==> src/hdl/assert_macros.svh <==
// Assertion macros used by the controller RTL of the lightmap texel combiner.
`ifndef ASSERT_MACROS_SVH
`define ASSERT_MACROS_SVH

// Clocked property, disabled while reset is asserted (active low).
`define LTC_ASSERT(lbl, clk, rst_n, prop, msg) \
    lbl: assert property (@(posedge clk) disable iff (!rst_n) prop) else $error(msg);

// Condition that must never be seen at a clock edge.
`define LTC_ASSERT_NEVER(lbl, clk, rst_n, cond, msg) \
    `LTC_ASSERT(lbl, clk, rst_n, !(cond), msg)

`endif

==> src/hdl/ltc_pkg.sv <==
// Package with types and constants of the lightmap texel combiner.
`timescale 1ns / 1ps
`default_nettype none

package ltc_pkg;

    localparam int unsigned ADDR_W = 4;
    localparam int unsigned DATA_W = 32;

    // Register indexes (paddr[3:2])
    localparam logic [1:0] REG_OUT_SCALE  = 2'd0;
    localparam logic [1:0] REG_INVERT     = 2'd1;
    localparam logic [1:0] REG_FULLBRIGHT = 2'd2;

    localparam logic [10:0] OUT_SCALE_RST = 11'd512;

    localparam logic [31:0] START_FULL = 32'h0000_FF00;
    localparam logic [31:0] NORM_LIMIT = 32'h00FF_8000;
    localparam logic [31:0] SCALED_CAP = 32'hFF80_0000;

    typedef enum logic [2:0] {
        S_IDLE,
        S_ACC,
        S_DYN,
        S_SCALE,
        S_MAX,
        S_DIV,
        S_NORM,
        S_EMIT
    } t_state;

    typedef struct packed {
        logic       cap_in;
        logic       add_prod;
        logic       add_dyn;
        logic       scale;
        logic       load_div;
        logic       div_step;
        logic       norm;
        logic       load_out;
        logic [1:0] ch;
    } t_dp_cmd;

    typedef struct packed {
        logic last;
        logic need_norm;
    } t_dp_status;

    typedef struct packed {
        logic [10:0] out_scale;
        logic        invert;
        logic        fullbright;
        logic        fb_load;
        logic        fb_new;
    } t_cfg;

endpackage

`default_nettype wire

==> src/hdl/ltc_if.sv <==
// Handshake channel interfaces for layer items in and texel items out.
`timescale 1ns / 1ps
`default_nettype none

interface ltc_layer_if;
    logic        valid;
    logic        ready;
    logic [7:0]  sample_r;
    logic [7:0]  sample_g;
    logic [7:0]  sample_b;
    logic [11:0] style_scale;
    logic [23:0] dyn_r;
    logic [23:0] dyn_g;
    logic [23:0] dyn_b;
    logic        last_layer;

    modport source (
        output valid, sample_r, sample_g, sample_b, style_scale,
               dyn_r, dyn_g, dyn_b, last_layer,
        input  ready
    );
    modport sink (
        input  valid, sample_r, sample_g, sample_b, style_scale,
               dyn_r, dyn_g, dyn_b, last_layer,
        output ready
    );
endinterface

interface ltc_texel_if;
    logic       valid;
    logic       ready;
    logic [7:0] out_r;
    logic [7:0] out_g;
    logic [7:0] out_b;

    modport source (output valid, out_r, out_g, out_b, input ready);
    modport sink (input valid, out_r, out_g, out_b, output ready);
endinterface

`default_nettype wire

==> src/hdl/ltc_ctrl.sv <==
// Controller state machine of the lightmap texel combiner.
`timescale 1ns / 1ps
`default_nettype none
`include "assert_macros.svh"

module ltc_ctrl (
    input  wire logic               i_clk,
    input  wire logic               i_rst_n,
    input  wire logic               i_in_valid,
    output logic                    o_in_ready,
    output logic                    o_out_valid,
    input  wire logic               i_out_ready,
    input  wire ltc_pkg::t_dp_status i_status,
    output ltc_pkg::t_dp_cmd        o_cmd
);
    import ltc_pkg::*;

    t_state     r_state, n_state;
    logic [2:0] r_cnt, n_cnt;
    logic       r_out_valid, n_out_valid;

    always_ff @(posedge i_clk) begin
        if (!i_rst_n) begin
            r_state     <= S_IDLE;
            r_cnt       <= '0;
            r_out_valid <= 1'b0;
        end else begin
            r_state     <= n_state;
            r_cnt       <= n_cnt;
            r_out_valid <= n_out_valid;
        end
    end

    // Next state and step counter
    always_comb begin
        n_state = r_state;
        case (r_state)
            S_IDLE:  if (i_in_valid) n_state = S_ACC;
            S_ACC:   n_state = i_status.last ? S_DYN : S_IDLE;
            S_DYN:   n_state = S_SCALE;
            S_SCALE: if (r_cnt == 3'd2) n_state = S_MAX;
            S_MAX:   n_state = i_status.need_norm ? S_DIV : S_EMIT;
            S_DIV:   if (r_cnt == 3'd7) n_state = S_NORM;
            S_NORM:  if (r_cnt == 3'd2) n_state = S_EMIT;
            S_EMIT:  if (!r_out_valid || i_out_ready) n_state = S_IDLE;
            default: n_state = S_IDLE;
        endcase
        n_cnt = (n_state != r_state) ? 3'd0 : r_cnt + 3'd1;
    end

    // Outputs
    always_comb begin
        o_cmd          = '0;
        o_cmd.ch       = r_cnt[1:0];
        o_in_ready     = 1'b0;
        case (r_state)
            S_IDLE: begin
                o_in_ready   = 1'b1;
                o_cmd.cap_in = i_in_valid;
            end
            S_ACC:   o_cmd.add_prod = 1'b1;
            S_DYN:   o_cmd.add_dyn  = 1'b1;
            S_SCALE: o_cmd.scale    = 1'b1;
            S_MAX:   o_cmd.load_div = 1'b1;
            S_DIV:   o_cmd.div_step = 1'b1;
            S_NORM:  o_cmd.norm     = 1'b1;
            S_EMIT:  o_cmd.load_out = !r_out_valid || i_out_ready;
            default: o_cmd = '0;
        endcase
        n_out_valid = o_cmd.load_out ? 1'b1 : (i_out_ready ? 1'b0 : r_out_valid);
        o_out_valid = r_out_valid;
    end

    `LTC_ASSERT(a_accept_to_acc, i_clk, i_rst_n, (i_in_valid && o_in_ready) |=> (r_state == S_ACC), "accepted item did not advance to accumulate")
    `LTC_ASSERT(a_norm_to_div, i_clk, i_rst_n, (r_state == S_MAX && i_status.need_norm) |=> (r_state == S_DIV), "normalize request did not start the divide")
    `LTC_ASSERT(a_div_len, i_clk, i_rst_n, (r_state == S_DIV && r_cnt == 3'd7) |=> (r_state == S_NORM && r_cnt == 3'd0), "divide did not end after eight steps")
    `LTC_ASSERT_NEVER(a_no_overwrite, i_clk, i_rst_n, o_cmd.load_out && r_out_valid && !i_out_ready, "pending texel item overwritten")

endmodule

`default_nettype wire

==> src/hdl/ltc_dp.sv <==
// Datapath of the lightmap texel combiner: accumulate, scale, divide, emit.
`timescale 1ns / 1ps
`default_nettype none

module ltc_dp (
    input  wire logic                i_clk,
    input  wire logic                i_rst_n,
    input  wire ltc_pkg::t_dp_cmd    i_cmd,
    output ltc_pkg::t_dp_status      o_status,
    input  wire ltc_pkg::t_cfg       i_cfg,
    input  wire logic [7:0]          i_sample [3],
    input  wire logic [11:0]         i_style_scale,
    input  wire logic [23:0]         i_dyn [3],
    input  wire logic                i_last,
    output logic [7:0]               o_out [3]
);
    import ltc_pkg::*;

    function automatic logic [31:0] sat_add(input logic [31:0] a, input logic [31:0] b);
        logic [32:0] s;
        s = {1'b0, a} + {1'b0, b};
        return s[32] ? 32'hFFFF_FFFF : s[31:0];
    endfunction

    logic [19:0] r_prod [3];
    logic [23:0] r_dyn  [3];
    logic        r_last;
    logic [31:0] r_acc  [3];
    logic [31:0] r_scl  [3];
    logic [31:0] r_rem;
    logic [39:0] r_dsh;
    logic [7:0]  r_q;
    logic [7:0]  r_out  [3];

    logic [31:0] w_sel_acc, w_sel_scl, w_max01, w_max, w_scaled, w_norm;
    logic [42:0] w_mul;
    logic [31:0] w_start;
    logic        w_ge;

    always_comb begin
        case (i_cmd.ch)
            2'd1:    begin w_sel_acc = r_acc[1]; w_sel_scl = r_scl[1]; end
            2'd2:    begin w_sel_acc = r_acc[2]; w_sel_scl = r_scl[2]; end
            default: begin w_sel_acc = r_acc[0]; w_sel_scl = r_scl[0]; end
        endcase
    end

    // Output scale, capped at 255.5 in 16.16 shifted left by 8
    assign w_mul    = 43'(w_sel_acc) * 43'(i_cfg.out_scale);
    assign w_scaled = (w_mul > 43'(SCALED_CAP)) ? SCALED_CAP : w_mul[31:0];

    assign w_max01 = (r_scl[0] > r_scl[1]) ? r_scl[0] : r_scl[1];
    assign w_max   = (w_max01 > r_scl[2]) ? w_max01 : r_scl[2];

    assign w_ge   = {8'b0, r_rem} >= r_dsh;
    assign w_norm = 32'(w_sel_scl[31:8]) * 32'(r_q);

    assign o_status.last      = r_last;
    assign o_status.need_norm = w_max > NORM_LIMIT;

    // Start value of a texel in the current (or newly written) mode
    assign w_start = (i_cfg.fb_load ? i_cfg.fb_new : i_cfg.fullbright) ? START_FULL : '0;

    always_ff @(posedge i_clk) begin
        if (!i_rst_n) begin
            for (int c = 0; c < 3; c++) r_acc[c] <= '0;
        end else begin
            for (int c = 0; c < 3; c++) begin
                if (i_cfg.fb_load || i_cmd.load_out) begin
                    r_acc[c] <= w_start;
                end else if (i_cmd.add_prod && !i_cfg.fullbright) begin
                    r_acc[c] <= sat_add(r_acc[c], 32'(r_prod[c]));
                end else if (i_cmd.add_dyn && !i_cfg.fullbright) begin
                    r_acc[c] <= sat_add(r_acc[c], 32'(r_dyn[c]));
                end
            end
        end
    end

    always_ff @(posedge i_clk) begin
        if (i_cmd.cap_in) begin
            for (int c = 0; c < 3; c++) begin
                r_prod[c] <= 20'(i_sample[c]) * 20'(i_style_scale);
                r_dyn[c]  <= i_dyn[c];
            end
            r_last <= i_last;
        end
        for (int c = 0; c < 3; c++) begin
            if (i_cmd.scale && i_cmd.ch == 2'(c)) r_scl[c] <= w_scaled;
            if (i_cmd.norm && i_cmd.ch == 2'(c))  r_scl[c] <= w_norm;
            if (i_cmd.load_out) r_out[c] <= r_scl[c][23:16] ^ {8{i_cfg.invert}};
        end
        // Restoring divide of the cap by the largest channel, one bit a cycle
        if (i_cmd.load_div) begin
            r_rem <= SCALED_CAP;
            r_dsh <= {w_max, 8'b0} >> 1;
            r_q   <= '0;
        end else if (i_cmd.div_step) begin
            if (w_ge) r_rem <= r_rem - r_dsh[31:0];
            r_dsh <= r_dsh >> 1;
            r_q   <= {r_q[6:0], w_ge};
        end
    end

    assign o_out = r_out;

endmodule

`default_nettype wire

==> src/hdl/lightmap_texel_combine.sv <==
// Top level of the lightmap texel combiner: register port, controller, datapath.
//
// Usage: one item on i_lyr per light-style layer of a texel. The layer with
// last_layer set closes the texel and produces one item on o_tex; other
// layers produce nothing. The APB-style port holds output_scale (0x0),
// invert_output (0x4) and fullbright (0x8); write them only while idle.
// Writing fullbright reloads the accumulators and drops a partial texel.
// Sequence: a layer that is not last is captured, then one saturating add
// runs. A last layer also adds the dynamic light, then scales each channel;
// if the largest scaled channel exceeds 255.5, the 8-step restoring divider
// and a per-channel rescale run; the shared 32x11 scale multiplier handles
// one channel a cycle. The next layer is taken only after the emit step.
// Reset (synchronous, active low) restores output_scale 512, invert 1,
// fullbright 0 and clears the accumulators and the o_tex valid flag.
// Output register: a finished texel waits there while the next layers are
// taken; a new texel stalls in its emit step only while o_tex is still full.
`timescale 1ns / 1ps
`default_nettype none

module lightmap_texel_combine (
    input  wire logic                       i_clk,
    input  wire logic                       i_rst_n,
    ltc_layer_if.sink                       i_lyr,
    ltc_texel_if.source                     o_tex,
    input  wire logic                       psel,
    input  wire logic                       penable,
    input  wire logic                       pwrite,
    input  wire logic [ltc_pkg::ADDR_W-1:0] paddr,
    input  wire logic [ltc_pkg::DATA_W-1:0] pwdata,
    output logic [ltc_pkg::DATA_W-1:0]      prdata,
    output logic                            pready
);
    import ltc_pkg::*;

    // Configuration registers
    logic [10:0] r_out_scale;
    logic        r_invert;
    logic        r_fb_mode;
    logic        w_wr;
    logic [1:0]  w_idx;

    assign w_wr   = psel && penable && pwrite;
    assign w_idx  = paddr[3:2];
    assign pready = 1'b1;

    always_ff @(posedge i_clk) begin
        if (!i_rst_n) begin
            r_out_scale <= OUT_SCALE_RST;
            r_invert    <= 1'b1;
            r_fb_mode   <= 1'b0;
        end else if (w_wr) begin
            case (w_idx)
                REG_OUT_SCALE:  r_out_scale <= pwdata[10:0];
                REG_INVERT:     r_invert    <= pwdata[0];
                REG_FULLBRIGHT: r_fb_mode   <= pwdata[0];
                default:        ;   // ignore writes beyond the register list
            endcase
        end
    end

    always_comb begin
        case (w_idx)
            REG_OUT_SCALE:  prdata = 32'(r_out_scale);
            REG_INVERT:     prdata = 32'(r_invert);
            REG_FULLBRIGHT: prdata = 32'(r_fb_mode);
            default:        prdata = '0;
        endcase
    end

    // Settings seen by the datapath; fb_load reloads the accumulators
    t_cfg w_cfg;
    assign w_cfg.out_scale  = r_out_scale;
    assign w_cfg.invert     = r_invert;
    assign w_cfg.fullbright = r_fb_mode;
    assign w_cfg.fb_load    = w_wr && (w_idx == REG_FULLBRIGHT);
    assign w_cfg.fb_new     = pwdata[0];

    t_dp_cmd    w_cmd;
    t_dp_status w_status;
    logic [7:0]  w_sample [3];
    logic [23:0] w_dyn    [3];
    logic [7:0]  w_out    [3];

    assign w_sample[0] = i_lyr.sample_r;
    assign w_sample[1] = i_lyr.sample_g;
    assign w_sample[2] = i_lyr.sample_b;
    assign w_dyn[0]    = i_lyr.dyn_r;
    assign w_dyn[1]    = i_lyr.dyn_g;
    assign w_dyn[2]    = i_lyr.dyn_b;

    ltc_ctrl u_ctrl (
        .i_clk       (i_clk),
        .i_rst_n     (i_rst_n),
        .i_in_valid  (i_lyr.valid),
        .o_in_ready  (i_lyr.ready),
        .o_out_valid (o_tex.valid),
        .i_out_ready (o_tex.ready),
        .i_status    (w_status),
        .o_cmd       (w_cmd)
    );

    ltc_dp u_dp (
        .i_clk         (i_clk),
        .i_rst_n       (i_rst_n),
        .i_cmd         (w_cmd),
        .o_status      (w_status),
        .i_cfg         (w_cfg),
        .i_sample      (w_sample),
        .i_style_scale (i_lyr.style_scale),
        .i_dyn         (w_dyn),
        .i_last        (i_lyr.last_layer),
        .o_out         (w_out)
    );

    // Hold the finished texel item on the output channel
    assign o_tex.out_r = w_out[0];
    assign o_tex.out_g = w_out[1];
    assign o_tex.out_b = w_out[2];

endmodule

`default_nettype wire

==> src/flat_wrapper.sv <==
// flat-port wrapper written by rule: the top's interface ports become plain ports
module lightmap_texel_combine_flat import ltc_pkg::*;
  (i_clk, i_rst_n, psel, penable, pwrite, paddr, pwdata, prdata, pready, i_lyr_valid, i_lyr_sample_r, i_lyr_sample_g, i_lyr_sample_b, i_lyr_style_scale, i_lyr_dyn_r, i_lyr_dyn_g, i_lyr_dyn_b, i_lyr_last_layer, i_lyr_ready, o_tex_valid, o_tex_out_r, o_tex_out_g, o_tex_out_b, o_tex_ready);
  ltc_layer_if i_lyr_i ();
  ltc_texel_if o_tex_i ();
  input  wire logic i_clk;
  input  wire logic i_rst_n;
  input  wire logic psel;
  input  wire logic penable;
  input  wire logic pwrite;
  input  wire logic [ltc_pkg::ADDR_W-1:0] paddr;
  input  wire logic [ltc_pkg::DATA_W-1:0] pwdata;
  output logic [ltc_pkg::DATA_W-1:0] prdata;
  output logic pready;
  input wire logic [$bits(i_lyr_i.valid)-1:0] i_lyr_valid;
  input wire logic [$bits(i_lyr_i.sample_r)-1:0] i_lyr_sample_r;
  input wire logic [$bits(i_lyr_i.sample_g)-1:0] i_lyr_sample_g;
  input wire logic [$bits(i_lyr_i.sample_b)-1:0] i_lyr_sample_b;
  input wire logic [$bits(i_lyr_i.style_scale)-1:0] i_lyr_style_scale;
  input wire logic [$bits(i_lyr_i.dyn_r)-1:0] i_lyr_dyn_r;
  input wire logic [$bits(i_lyr_i.dyn_g)-1:0] i_lyr_dyn_g;
  input wire logic [$bits(i_lyr_i.dyn_b)-1:0] i_lyr_dyn_b;
  input wire logic [$bits(i_lyr_i.last_layer)-1:0] i_lyr_last_layer;
  output wire logic [$bits(i_lyr_i.ready)-1:0] i_lyr_ready;
  output wire logic [$bits(o_tex_i.valid)-1:0] o_tex_valid;
  output wire logic [$bits(o_tex_i.out_r)-1:0] o_tex_out_r;
  output wire logic [$bits(o_tex_i.out_g)-1:0] o_tex_out_g;
  output wire logic [$bits(o_tex_i.out_b)-1:0] o_tex_out_b;
  input wire logic [$bits(o_tex_i.ready)-1:0] o_tex_ready;
  assign i_lyr_i.valid = i_lyr_valid;
  assign i_lyr_i.sample_r = i_lyr_sample_r;
  assign i_lyr_i.sample_g = i_lyr_sample_g;
  assign i_lyr_i.sample_b = i_lyr_sample_b;
  assign i_lyr_i.style_scale = i_lyr_style_scale;
  assign i_lyr_i.dyn_r = i_lyr_dyn_r;
  assign i_lyr_i.dyn_g = i_lyr_dyn_g;
  assign i_lyr_i.dyn_b = i_lyr_dyn_b;
  assign i_lyr_i.last_layer = i_lyr_last_layer;
  assign i_lyr_ready = i_lyr_i.ready;
  assign o_tex_valid = o_tex_i.valid;
  assign o_tex_out_r = o_tex_i.out_r;
  assign o_tex_out_g = o_tex_i.out_g;
  assign o_tex_out_b = o_tex_i.out_b;
  assign o_tex_i.ready = o_tex_ready;
  lightmap_texel_combine u_core (.i_clk(i_clk), .i_rst_n(i_rst_n), .i_lyr(i_lyr_i), .o_tex(o_tex_i), .psel(psel), .penable(penable), .pwrite(pwrite), .paddr(paddr), .pwdata(pwdata), .prdata(prdata), .pready(pready));
endmodule
==> config.mk <==
export PLATFORM = sky130hd
export DESIGN_NAME = lightmap_texel_combine_flat
export DESIGN_NICKNAME = d
export VERILOG_FILES = /design/src/hdl/ltc_pkg.sv /design/src/hdl/ltc_if.sv /design/src/hdl/ltc_ctrl.sv /design/src/hdl/ltc_dp.sv /design/src/hdl/lightmap_texel_combine.sv /design/src/flat_wrapper.sv
export VERILOG_INCLUDE_DIRS = /design/src /design/src/hdl
export SDC_FILE = /design/constraint.sdc
export NUM_CORES = 2
export LEC_CHECK = 0
export ABC_CLOCK_PERIOD_IN_PS = 9750
export BUFFER_PORTS_ARGS = -buffer_cell sky130_fd_sc_hd__buf_4
export CAP_MARGIN = 20
export CORE_UTILIZATION = 30
export CTS_BUF_LIST = sky130_fd_sc_hd__clkbuf_8
export DETAILED_ROUTE_END_ITERATION = 6
export HOLD_SLACK_MARGIN = 0.12
export PLACE_DENSITY = 0.44
export REMOVE_ABC_BUFFERS = 1
export SETUP_SLACK_MARGIN = 0.02
export SYNTH_ARGS = -nofsm -noshare
export SYNTH_HDL_FRONTEND = slang
export SYNTH_SLANG_ARGS = --single-unit
export TNS_END_PERCENT = 30
==> constraint.sdc <==
create_clock -name i_clk -period 9.75 [get_ports i_clk]
set_input_delay 1.4625 -clock i_clk [delete_from_list [all_inputs] [get_ports i_clk]]
set_output_delay 1.4625 -clock i_clk [all_outputs]
set_load 0.02 [all_outputs]
==> qor.yml <==
status: "finished clean"
critPathCaptureType: "flip-flop"
post_dp_cell_area_um2: 59100
fin_area_um2: 61100
wl_um: 169000
routedWlPerCell_um: 19.4
dpl.hpwl_um: 131000
relSlewSlack_pct: 26.3
globalRouteOverflowTotal: 0
worst_max_slew_pin_slew_ns: 1.11
post_synthesis_async_set_or_reset_flop_share_pct: 0
power_density_nw_per_um2: 159
grt_setup_unrepaired: "no"
r2r-start: "u_core.u_ctrl.r_cnt[0]$_SDFF_PP0_"
drt_drc_violations_left: 0
clk_pin_slew_ns: 0.06
tritoncts_num_sinks: 448
cts-hold-fix-buffers: 0
grt_first_pass_wirelength_um: 263000
cts_setup_buffers: 0
cp-start-kind: "flip-flop"
clock-skew-final_ns: 0.0579
start_util_pct: 30.2
ys_seq_area_share_pct: 23.2
worstSetupStartpoint: "u_core.u_ctrl.r_cnt[0]$_SDFF_PP0_"
syn_avg_cell_area_um2: 9.04
hold_path_class: "reg2reg"
cts-root-to-sink-buffers: 3
yosysWarningCount: 0
detail-route-antenna-nets: 0
pin_count_of_the_biggest_net_entering_global_routing: 97
max_freq_mhz: 115
r2r_slack_ns: 1.06
dr.pass1.iters: 6
cts_bufs_inserted: 98
cts_max_level: 3
placeableCoreArea_um2: 183000
vias: 42700
worst_ir_drop_vdd_uv: 147
final_max_slew_viol_count: 0
grt_antenna_before_repair: 3
timing_hold_violations_final: 0
post_cts_sizing_count: 0
netlist_instances: 6101
clock_tree_root_buffer_cell: "sky130_fd_sc_hd__clkbuf_8"
synth_enable_flop_cells: 381
finalCoreUtilization_pct: 33.4
ioPinCount: 211
count_of_buffers_from_port_buffering: 165
total_die_area_um2: 186000
timing.critical_path.arrival_ns: 9.28
max_cap_violations: 0
chipWidth_um: 431
final_cells: 8715
number_of_endpoints_failing_setup_at_the_final_stage: 0
required_arrival_time_at_the_worst_endpoint_ns: 10.35
drive_above_1_share_pct: 8.07
finalWorstPathRequiredPeriod_ns: 8.69
synthesis_to_layout_area_growth_pct: 10.8
rr_endpoint: "u_core.u_dp.r_scl[1][5]$_DFFE_PP_"
dpl.cell_count: 8534
gp_congestion: 0.855
yosys_register_bits: 448
vias_per_cell: 4.90
clock_tree_from_tritoncts: "yes"
layout.nets: 7396
worst_r2r_path_depth: 27
mappedNetlistArea_um2: 55200
placementRows: 157
layout_worst_path_cycle_share_pct: 89.1
worstSkewPairLatency_ns: 0.84
cp_max_fo: 96
via_count_of_the_first_global_routing_pass: 44200
synth_ff_type: "sky130_fd_sc_hd__edfxtp_1"
synth_cell_type_count: 92
timing.setup.critical_path_class: "reg2reg"
track_usage_pct: 18.3
worst_setup_path_endpoint: "u_core.u_dp.r_scl[1][5]$_DFFE_PP_"
drt-initial-drc-count: 2342
die_h_um: 431
finalPower_mw: 9.71
hold-worst-slack_ns: 0.459
power.leakage_nw: 27.4
power breakdown:
part	total (mW)	internal (mW)	switching, mW
registers	2.63	2.42	0.213
logic	4.87	1.94	2.94
clock network	2.21	1.21	0.997
total	9.71	5.57	4.14
layer usage:
layer,track usage [%],vias up,share of wire [%]
met3,2.50,295,4.0
li1,-,20600,-
met5,0,-,0
met1,23.6,20900,45
met2,29.9,859,46
met4,9.07,0,5.2
synthesized netlist by cell type (all sizes together), types with 29 or more instances:
cell type | number | share of area [%]
mux2i | 44 | 0.80
mux2 | 36 | 0.73
nand4 | 36 | 0.42
o21a | 46 | 0.63
and3 | 45 | 0.51
nand2b | 46 | 0.52
nand3 | 157 | 1.4
xor2 | 117 | 1.9
xnor2 | 163 | 2.6
a21oi | 334 | 3.0
o21bai | 30 | 0.41
nor2 | 316 | 2.2
inv | 738 | 5.0
a22oi | 60 | 0.82
nand2 | 790 | 5.4
edfxtp | 381 | 21
nor2b | 55 | 0.62
fa | 588 | 21
buf | 54 | 0.57
nor3 | 56 | 0.52
dfxtp | 67 | 2.4
a21boi | 29 | 0.39
ha | 486 | 11
a221oi | 33 | 0.54
clkbuf | 261 | 1.8
o21ai | 279 | 2.5
and2 | 376 | 4.3
a21o | 120 | 1.6
a31oi | 33 | 0.40
o41ai | 34 | 0.68
cell usage in the layout, fill, tap and decap left out, types with 42 or more instances in the layout:
cell type / netlist / final
sky130_fd_sc_hd__fa_1: 588 / 588
sky130_fd_sc_hd__buf_4: 22 / 262
sky130_fd_sc_hd__o21ai_0: 277 / 277
sky130_fd_sc_hd__nor2b_1: 55 / 55
sky130_fd_sc_hd__a21oi_1: 333 / 332
sky130_fd_sc_hd__dfxtp_1: 67 / 65
sky130_fd_sc_hd__ha_1: 486 / 483
sky130_fd_sc_hd__and3_1: 45 / 42
sky130_fd_sc_hd__mux2i_1: 44 / 44
sky130_fd_sc_hd__clkbuf_8: 0 / 102
sky130_fd_sc_hd__nand2_1: 790 / 790
sky130_fd_sc_hd__xnor2_1: 163 / 163
sky130_fd_sc_hd__a22oi_1: 60 / 60
sky130_fd_sc_hd__nor3_1: 55 / 54
sky130_fd_sc_hd__nand2b_1: 46 / 45
sky130_fd_sc_hd__xor2_1: 116 / 116
sky130_fd_sc_hd__inv_1: 738 / 758
sky130_fd_sc_hd__nand3_1: 157 / 154
sky130_fd_sc_hd__edfxtp_1: 381 / 381
sky130_fd_sc_hd__a21o_1: 120 / 120
sky130_fd_sc_hd__o21a_1: 46 / 46
sky130_fd_sc_hd__and2_1: 374 / 373
sky130_fd_sc_hd__nor2_1: 316 / 314
worst min path at each step:
stage,startpoint,endpoint,depth (start not counted)
2_1_floorplan,u_core.u_dp.r_dsh[0]$_SDFFE_PP0N_,u_core.u_dp.r_dsh[0]$_SDFFE_PP0N_,2
3_3_place_gp,u_core.u_dp.r_rem[9]$_SDFFE_PP0P_,u_core.u_dp.r_rem[9]$_SDFFE_PP0P_,2
3_5_place_dp,u_core.u_dp.r_rem[7]$_SDFFE_PP0P_,u_core.u_dp.r_rem[7]$_SDFFE_PP0P_,2
4_1_cts,u_core.u_dp.r_rem[14]$_SDFFE_PP0P_,u_core.u_dp.r_rem[14]$_SDFFE_PP0P_,2
5_1_grt,u_core.u_dp.r_rem[3]$_SDFFE_PP0P_,u_core.u_dp.r_rem[3]$_SDFFE_PP0P_,2
6_report,u_core.u_dp.r_rem[15]$_SDFFE_PP0P_,u_core.u_dp.r_rem[15]$_SDFFE_PP0P_,2
stage by stage:
step | worst slack, ns | TNS (ns)
after detailed placement | 1.13 | 0
final | 1.06 | 0
after global placement | 1.25 | 0
after floorplan | -0.883 | -56.43
after global routing | 0.695 | 0
after CTS | 1.10 | 0
cell type report:
cell class              instances  area (um^2)
clock inverters                77          598
multi-input cells            4620        38500
repair buffers                264         2010
fillers                     19200       122000
diodes                          2         5.00
flip-flops and latches        448        12800
clock buffers                 102         1400
inverters                     738         2770
well taps                    2464         3080
worst max-delay path: stages (launching register included):
cell and delay, ns:
sky130_fd_sc_hd__dfxtp_1 0.33, sky130_fd_sc_hd__inv_1 0.14, sky130_fd_sc_hd__ha_2 0.63, sky130_fd_sc_hd__a22oi_1 0.37
sky130_fd_sc_hd__a21oi_1 0.23, sky130_fd_sc_hd__buf_4 0.22, sky130_fd_sc_hd__nand2_1 0.10, sky130_fd_sc_hd__fa_1 0.54
sky130_fd_sc_hd__fa_1 0.51, sky130_fd_sc_hd__inv_1 0.05, sky130_fd_sc_hd__fa_1 0.49, sky130_fd_sc_hd__fa_1 0.50
sky130_fd_sc_hd__inv_1 0.05, sky130_fd_sc_hd__fa_1 0.48, sky130_fd_sc_hd__inv_1 0.04, sky130_fd_sc_hd__ha_1 0.37
sky130_fd_sc_hd__and4_1 0.27, sky130_fd_sc_hd__nand4bb_1 0.18, sky130_fd_sc_hd__a21oi_1 0.36, sky130_fd_sc_hd__o2111ai_2 0.21
sky130_fd_sc_hd__and2_1 0.21, sky130_fd_sc_hd__xnor2_1 0.31, sky130_fd_sc_hd__nor4_1 0.33, sky130_fd_sc_hd__nand4_1 0.21
sky130_fd_sc_hd__o2111ai_1 0.39, sky130_fd_sc_hd__nand4_4 0.15, sky130_fd_sc_hd__buf_12 0.23, sky130_fd_sc_hd__o41ai_1 0.42
logic make-up after synthesis:
| family | count (synthesis) | synth area share (%) |
|---|---|---|
| flip-flops | 448 | 23.2 |
| AND/OR/NAND/NOR | 1970 | 17.0 |
| adder cells (fa/ha/maj) | 1074 | 32.4 |
| AO/OA/AOI/OAI | 1194 | 14.1 |
| XOR/XNOR | 280 | 4.46 |
| buffers and inverters | 1053 | 7.37 |
| multiplexers | 80 | 1.53 |
| other | 2 | 0.0136 |
flip-flops by register name, summed over array words and instances, names as in the netlist, 3 cells and up:
signal,flops
u_core.r_out_scale,11
u_core.u_ctrl.r_cnt,3
u_core.u_ctrl.r_state,3
u_core.u_dp.o_out,24
u_core.u_dp.r_acc,96
u_core.u_dp.r_dsh,39
u_core.u_dp.r_dyn,72
u_core.u_dp.r_prod,60
u_core.u_dp.r_q,8
u_core.u_dp.r_rem,32
u_core.u_dp.r_scl,96
No activity file was read; power rests on OpenSTA's default activity.
